--- src/lcss_pkg.sv ---
// Shared types and constants for the trajectory LCSS matcher.
package lcss_pkg;

  // Fixed field widths
  localparam int COORD_W   = 24;
  localparam int STAMP_W   = 32;
  localparam int SCORE_W   = 9;
  localparam int DIST_W    = 50;
  localparam int CFG_IDX_W = 1;
  localparam int CFG_DATA_W = DIST_W;

  // Widths of cell arithmetic
  localparam int DIFF_W = COORD_W + 1;      // coordinate difference
  localparam int DT_W   = STAMP_W + 1;      // signed time difference
  localparam int SQ_W   = 2 * COORD_W + 1;  // one square, at most 2^48

  localparam logic [SCORE_W-1:0] SCORE_MAX = '1;

  // Configuration register indexes
  localparam logic [CFG_IDX_W-1:0] CFG_TIME_WINDOW = 1'b0;
  localparam logic [CFG_IDX_W-1:0] CFG_DIST_SQ     = 1'b1;

  // Input word function codes
  localparam logic FUNC_REF   = 1'b0;
  localparam logic FUNC_QUERY = 1'b1;

  // Query point travelling down the cell chain
  typedef struct packed {
    logic                       vld;
    logic                       fresh;
    logic signed [COORD_W-1:0]  x;
    logic signed [COORD_W-1:0]  y;
    logic [STAMP_W-1:0]         t;
  } qry_t;

  // Score handoff between neighboring cells
  typedef struct packed {
    logic               vld;
    logic [SCORE_W-1:0] left;
    logic [SCORE_W-1:0] diag;
  } scr_t;

endpackage

--- src/lcss_cell.sv ---
// One LCSS cell: a stored reference point, its score entry and a match pipeline.
module lcss_cell #(
  parameter int IDX_W   = 8,
  parameter int CELL_ID = 0
) (
  input  logic                              clk,
  input  logic                              rst_n,
  input  logic [lcss_pkg::STAMP_W-1:0]      time_window,
  input  logic [lcss_pkg::DIST_W-1:0]       dist_sq_limit,
  input  logic                              occ_clr,
  input  logic                              wr_en,
  input  logic [IDX_W-1:0]                  wr_idx,
  input  logic signed [lcss_pkg::COORD_W-1:0] wr_x,
  input  logic signed [lcss_pkg::COORD_W-1:0] wr_y,
  input  logic [lcss_pkg::STAMP_W-1:0]      wr_t,
  input  lcss_pkg::qry_t                    q_i,
  output lcss_pkg::qry_t                    q_o,
  input  lcss_pkg::scr_t                    s_i,
  output lcss_pkg::scr_t                    s_o
);
  import lcss_pkg::*;

  // stored reference point and score entry
  logic                      occ_r;
  logic signed [COORD_W-1:0] rx_r;
  logic signed [COORD_W-1:0] ry_r;
  logic [STAMP_W-1:0]        rt_r;
  logic [SCORE_W-1:0]        score_r;

  // match pipeline
  logic                      va_r, fa_r;
  logic signed [DIFF_W-1:0]  dx_r, dy_r;
  logic signed [DT_W-1:0]    dt_r;
  logic                      vb_r, fb_r, tok_r;
  logic [SQ_W-1:0]           sqx_r, sqy_r;
  logic                      vc_r, fc_r, match_r;

  qry_t                      q_r;
  scr_t                      s_r;

  logic signed [DT_W-1:0]    dt_neg;
  logic [STAMP_W-1:0]        gap;
  logic signed [2*DIFF_W-1:0] px, py;
  logic [DIST_W-1:0]         d2;
  logic [SCORE_W-1:0]        up, inc, best, v;
  logic                      hit;

  assign hit = wr_en && (wr_idx == IDX_W'(CELL_ID));

  // occupancy: a new reference set clears all cells, then the write sets one
  always_ff @(posedge clk) begin
    if (!rst_n) begin
      occ_r <= 1'b0;
    end else begin
      if (occ_clr) occ_r <= 1'b0;
      if (hit) occ_r <= 1'b1;
    end
  end

  always_ff @(posedge clk) begin
    if (hit) begin
      rx_r <= wr_x;
      ry_r <= wr_y;
      rt_r <= wr_t;
    end
  end

  // stage A: differences
  always_ff @(posedge clk) begin
    if (!rst_n) begin
      va_r <= 1'b0;
    end else begin
      va_r <= q_i.vld;
    end
    fa_r <= q_i.fresh;
    dx_r <= DIFF_W'(q_i.x) - DIFF_W'(rx_r);
    dy_r <= DIFF_W'(q_i.y) - DIFF_W'(ry_r);
    dt_r <= $signed({1'b0, q_i.t}) - $signed({1'b0, rt_r});
  end

  // stage B: squares and time test
  assign dt_neg = -dt_r;
  assign gap    = dt_r[DT_W-1] ? dt_neg[STAMP_W-1:0] : dt_r[STAMP_W-1:0];
  assign px     = dx_r * dx_r;
  assign py     = dy_r * dy_r;

  always_ff @(posedge clk) begin
    if (!rst_n) begin
      vb_r <= 1'b0;
    end else begin
      vb_r <= va_r;
    end
    fb_r  <= fa_r;
    tok_r <= gap < time_window;
    sqx_r <= px[SQ_W-1:0];
    sqy_r <= py[SQ_W-1:0];
  end

  // stage C: distance test
  assign d2 = DIST_W'(sqx_r) + DIST_W'(sqy_r);

  always_ff @(posedge clk) begin
    if (!rst_n) begin
      vc_r <= 1'b0;
    end else begin
      vc_r <= vb_r;
    end
    fc_r    <= fb_r;
    match_r <= tok_r && (d2 < dist_sq_limit);
  end

  // score update, aligned with the neighbor's handoff
  assign up   = fc_r ? '0 : score_r;
  assign inc  = (s_i.diag >= SCORE_MAX) ? SCORE_MAX : s_i.diag + 1'b1;
  assign best = (s_i.left > up) ? s_i.left : up;
  assign v    = match_r ? inc : best;

  always_ff @(posedge clk) begin
    if (vc_r && occ_r) score_r <= v;
  end

  // handoff: empty cells pass the left value straight on
  always_ff @(posedge clk) begin
    if (!rst_n) begin
      s_r.vld <= 1'b0;
    end else begin
      s_r.vld <= vc_r;
    end
    if (vc_r) begin
      if (occ_r) begin
        s_r.left <= v;
        s_r.diag <= up;
      end else begin
        s_r.left <= s_i.left;
        s_r.diag <= s_i.diag;
      end
    end
  end

  // query forwarding, one cell per cycle
  always_ff @(posedge clk) begin
    if (!rst_n) begin
      q_r.vld <= 1'b0;
    end else begin
      q_r.vld <= q_i.vld;
    end
    q_r.fresh <= q_i.fresh;
    q_r.x     <= q_i.x;
    q_r.y     <= q_i.y;
    q_r.t     <= q_i.t;
  end

  assign q_o = q_r;
  assign s_o = s_r;

endmodule

--- config.mk ---
export PLATFORM = sky130hd
export DESIGN_NAME = lcss_cell
export DESIGN_NICKNAME = d
export VERILOG_FILES = /design/src/lcss_pkg.sv /design/src/lcss_cell.sv
export SDC_FILE = /design/constraint.sdc
export NUM_CORES = 2
export LEC_CHECK = 0
export BUFFER_PORTS_ARGS = -buffer_cell sky130_fd_sc_hd__buf_2
export CAP_MARGIN = 5
export CORE_AREA = 2 2 346 348
export CTS_BUF_LIST = sky130_fd_sc_hd__clkbuf_8
export DETAILED_ROUTE_END_ITERATION = 8
export DIE_AREA = 0 0 348 350
export GPL_TIMING_DRIVEN = 0
export MAX_ROUTING_LAYER = met4
export PLACE_DENSITY = 0.7
export SYNTH_ARGS = -nofsm -noshare
export SYNTH_HDL_FRONTEND = slang
export SYNTH_SLANG_ARGS = --single-unit
--- constraint.sdc ---
create_clock -name clk -period 7.6 [get_ports clk]
set_clock_uncertainty 0.05 [all_clocks]
set_input_delay 1.52 -clock clk [delete_from_list [all_inputs] [get_ports clk]]
set_output_delay 1.52 -clock clk [all_outputs]
set_load 0.03 [all_outputs]
==> impl_metrics.tcl <==
set metrics [dict create \
    synth-seq-area-share 0.146 \
    hold_depth 0 \
    dp_slack_ns -2.10 \
    synthArstFlopShare 0 \
    rows 126 \
    core_area_um2 118000 \
    synth_cell_types 79 \
    initial_core_util 0.499 \
    fin_nets 8518 \
    synth_area_per_cell_um2 9.76 \
    path_buf_inv 6 \
    period_minus_slack_ns 7.49 \
    end_kind "flop" \
    cp_max_fo 10 \
    synth_warnings 0 \
    area_growth_pct 12.6 \
    grt_max_degree 56 \
    layout_commonest_cell "inv_1" \
    crit_type "flop to flop" \
    final_cell_mix "inv_1 (1611), fa_1 (1179), ha_1 (501)" \
    reg2reg_depth 24 \
    worst_slack_ns 0.105 \
    fmax_mhz 133 \
    cp_slowest_cell "fa_2" \
    synth_compound_area_frac 0.0774 \
    critical_path_depth 24 \
    start_kind "flop" \
    slowest_delay_ns 0.57 \
    ios 376 \
    hp-class "flop to flop" \
    dieArea_um2 122000 \
    cts.sinks 376 \
    port_buffers 374 \
    die_w_um 348 \
    final_max_slew_viol_count 0 \
    clock-root-buffer "clkbuf_8" \
    final_antenna_net_count 0 \
    vias 42600 \
    status "finished, final reports clean" \
    synth_cells 6019 \
    path_common_cell "fa_1" \
    relSlewSlack 0.286 \
    arrival_ns 8.05 \
    place.gp.congestion 1.03 \
    drt_iter0_drc 2756 \
    drtPass1Iterations 6 \
    ys.flop_type "dfxtp_1" \
    synth_simple_gate_area_share 0.100 \
    final_layout_size_suffix_gt1_frac 0.132 \
    ff2ff_setup_slack_ns 0.11 \
    grt_overflow 0 \
    syn_nets 8011 \
    worstMarginPinSlew_ns 1.07 \
    cpLargestDelayFamily "adder cells" \
    crit_required_ns 8.15 \
    clock_latency_ns 0.76 \
    synth_edf_count 107 \
    setup_violations 0 \
    path_cells "buf_8, clkinvlp_4, nor2_2, fa_2, fa_2, inv_1, fa_2, fa_1, inv_1, fa_1, fa_1, inv_2, fa_1, inv_2, ha_4, nand4_1, or3_4, or4_4, a31oi_4, nand3_2, a21bo_4, or2_4, o31ai_4, xnor2_1" \
    first_global_vias 45800 \
    drv_cap 0 \
    finalHoldViolCount 0 \
    via_per_inst 5.23 \
    synth_xor_area_frac 0.0410 \
    antenna_found_initial 21 \
    clk_pin_slew_worst_paths_ns 0.06 \
    track_usage 0.269 \
    die_y_um 350 \
    cts_max_path_buffers 3 \
    synthesis.area_um2 58700 \
    rsz0062_at_grt "yes" \
    synth_mux_area_frac 0.00377 \
    wl_per_cell_um 19.0 \
    htree_num_levels 3 \
    fin_crit_sh 0.986 \
    cts_tree "yes" \
    synth_top_family_by_area "adder cells" \
    numCtsBuffers 70 \
    synth_fa_ha_area_frac 0.519 \
    drc_errors 0 \
    grt_pass1_wl_mm 245 \
    dp_hpwl_mm 129 \
    ys_ff_latch 376 \
    drt-total-wl_mm 155 \
]
cell type report:
type	instances	area, um2
Fill cell	10300	51600
Buffer	137	1270
Inverter	1612	6080
Antenna cell	26	65.1
Multi-Input combinational cell	3884	44200
Sequential cell	376	8730
Clock inverter	49	329
Clock buffer	81	1110
Tap cell	1536	1920
Timing Repair Buffer	445	2450
stage by stage:
stage | cell area, um2 | hold slack, ns | TNS [ns] | util | cells
3_3_place_gp | 62500 | 0.261 | -47.48 | 0.531 | 7929
5_1_grt | 66200 | 0.298 | -0.424 | 0.562 | 8142
2_1_floorplan | 58700 | 0.260 | 0 | - | 6019
4_1_cts | 65100 | 0.278 | -0.0142 | 0.553 | 8067
6_report | 66200 | 0.275 | 0 | 0.562 | 8146
3_5_place_dp | 62600 | 0.264 | -49.80 | 0.531 | 7931
cells by family (layout without fill, tap and decap cells):
group	after synthesis	count (layout)
simple gates	1185	1185
other cells	0	26
xor+xnor	275	275
compound gates	687	687
buf+inv	1759	2324
flops	376	376
mux	20	20
fa+ha+maj	1717	1717
worst reg2reg max path, stage by stage (launching register included):
cell	delay, ns
dfxtp_4	0.43
buf_8	0.20
clkinvlp_4	0.18
nor2_2	0.14
fa_2	0.48
fa_2	0.57
inv_1	0.06
fa_2	0.35
fa_1	0.54
inv_1	0.05
fa_1	0.47
fa_1	0.57
inv_2	0.04
fa_1	0.53
inv_2	0.05
ha_4	0.30
nand4_1	0.15
or3_4	0.45
or4_4	0.51
a31oi_4	0.29
nand3_2	0.15
a21bo_4	0.27
or2_4	0.29
o31ai_4	0.19
xnor2_1	0.10
synthesized netlist by cell type (10+ instances only):
master    number  area share
inv_1       1612        0.10
fa_1        1199        0.41
ha_1         518        0.11
nand2_1      439       0.028
dfxtp_1      269       0.092
and2_1       255       0.027
xnor2_1      197       0.029
a21oi_1      183       0.016
nor2_1       161       0.010
clkbuf_1     141      0.0090
a21o_1       134       0.017
edfxtp_1     107       0.055
o21ai_0      100      0.0085
nor2b_1       80      0.0085
xor2_1        78       0.012
nand3_1       54      0.0046
o21a_1        44      0.0056
nand2b_1      43      0.0046
nand4_1       36      0.0038
nor3_1        35      0.0030
and3_1        27      0.0029
o21bai_1      26      0.0033
a31oi_1       24      0.0026
o21ai_1       20      0.0017
a211oi_1      19      0.0024
o31ai_1       18      0.0023
mux2_2        17      0.0033
o211ai_1      12      0.0015
o41ai_1       10      0.0015
or3_1         10      0.0011
path summary, 6_finish.rpt:
kind	startpoint	to
worst min register to register	fb_r	fc_r
worst max register to register	dy_r[8]	sqy_r[46]
worst max-delay path	dy_r[8]	sqy_r[46]
worst min-delay path	fb_r	fc_r
state kept, by name (all words and copies together), names as in the netlist:
register	flops
vc_r	1
dy_r	25
vb_r	1
rx_r	24
sqy_r	48
sqx_r	48
occ_r	1
fb_r	1
s_o	19
score_r	9
q_o	82
match_r	1
fc_r	1
rt_r	32
ry_r	24
dt_r	33
tok_r	1
dx_r	25
per-layer routing:
| metal | vias up | wire (um) | GRT usage |
|---|---|---|---|
| met1 | 21300 | 63000 | 0.337 |
| li1 | 19400 | - | - |
| met4 | 0 | 4990 | 0.0894 |
| met3 | 324 | 13200 | 0.0592 |
| met2 | 1611 | 73700 | 0.434 |
| met5 | - | 0 | - |
timing repair:
item	in CTS	in global routing
hold buffers	0	0
setup buffers	12	57
setup endpoints to repair	53	21
pin swaps	10	46
resized for setup	330	217
Power is not shown: default switching activity piles up to over one toggle a cycle in this logic, so the estimate is an artifact.
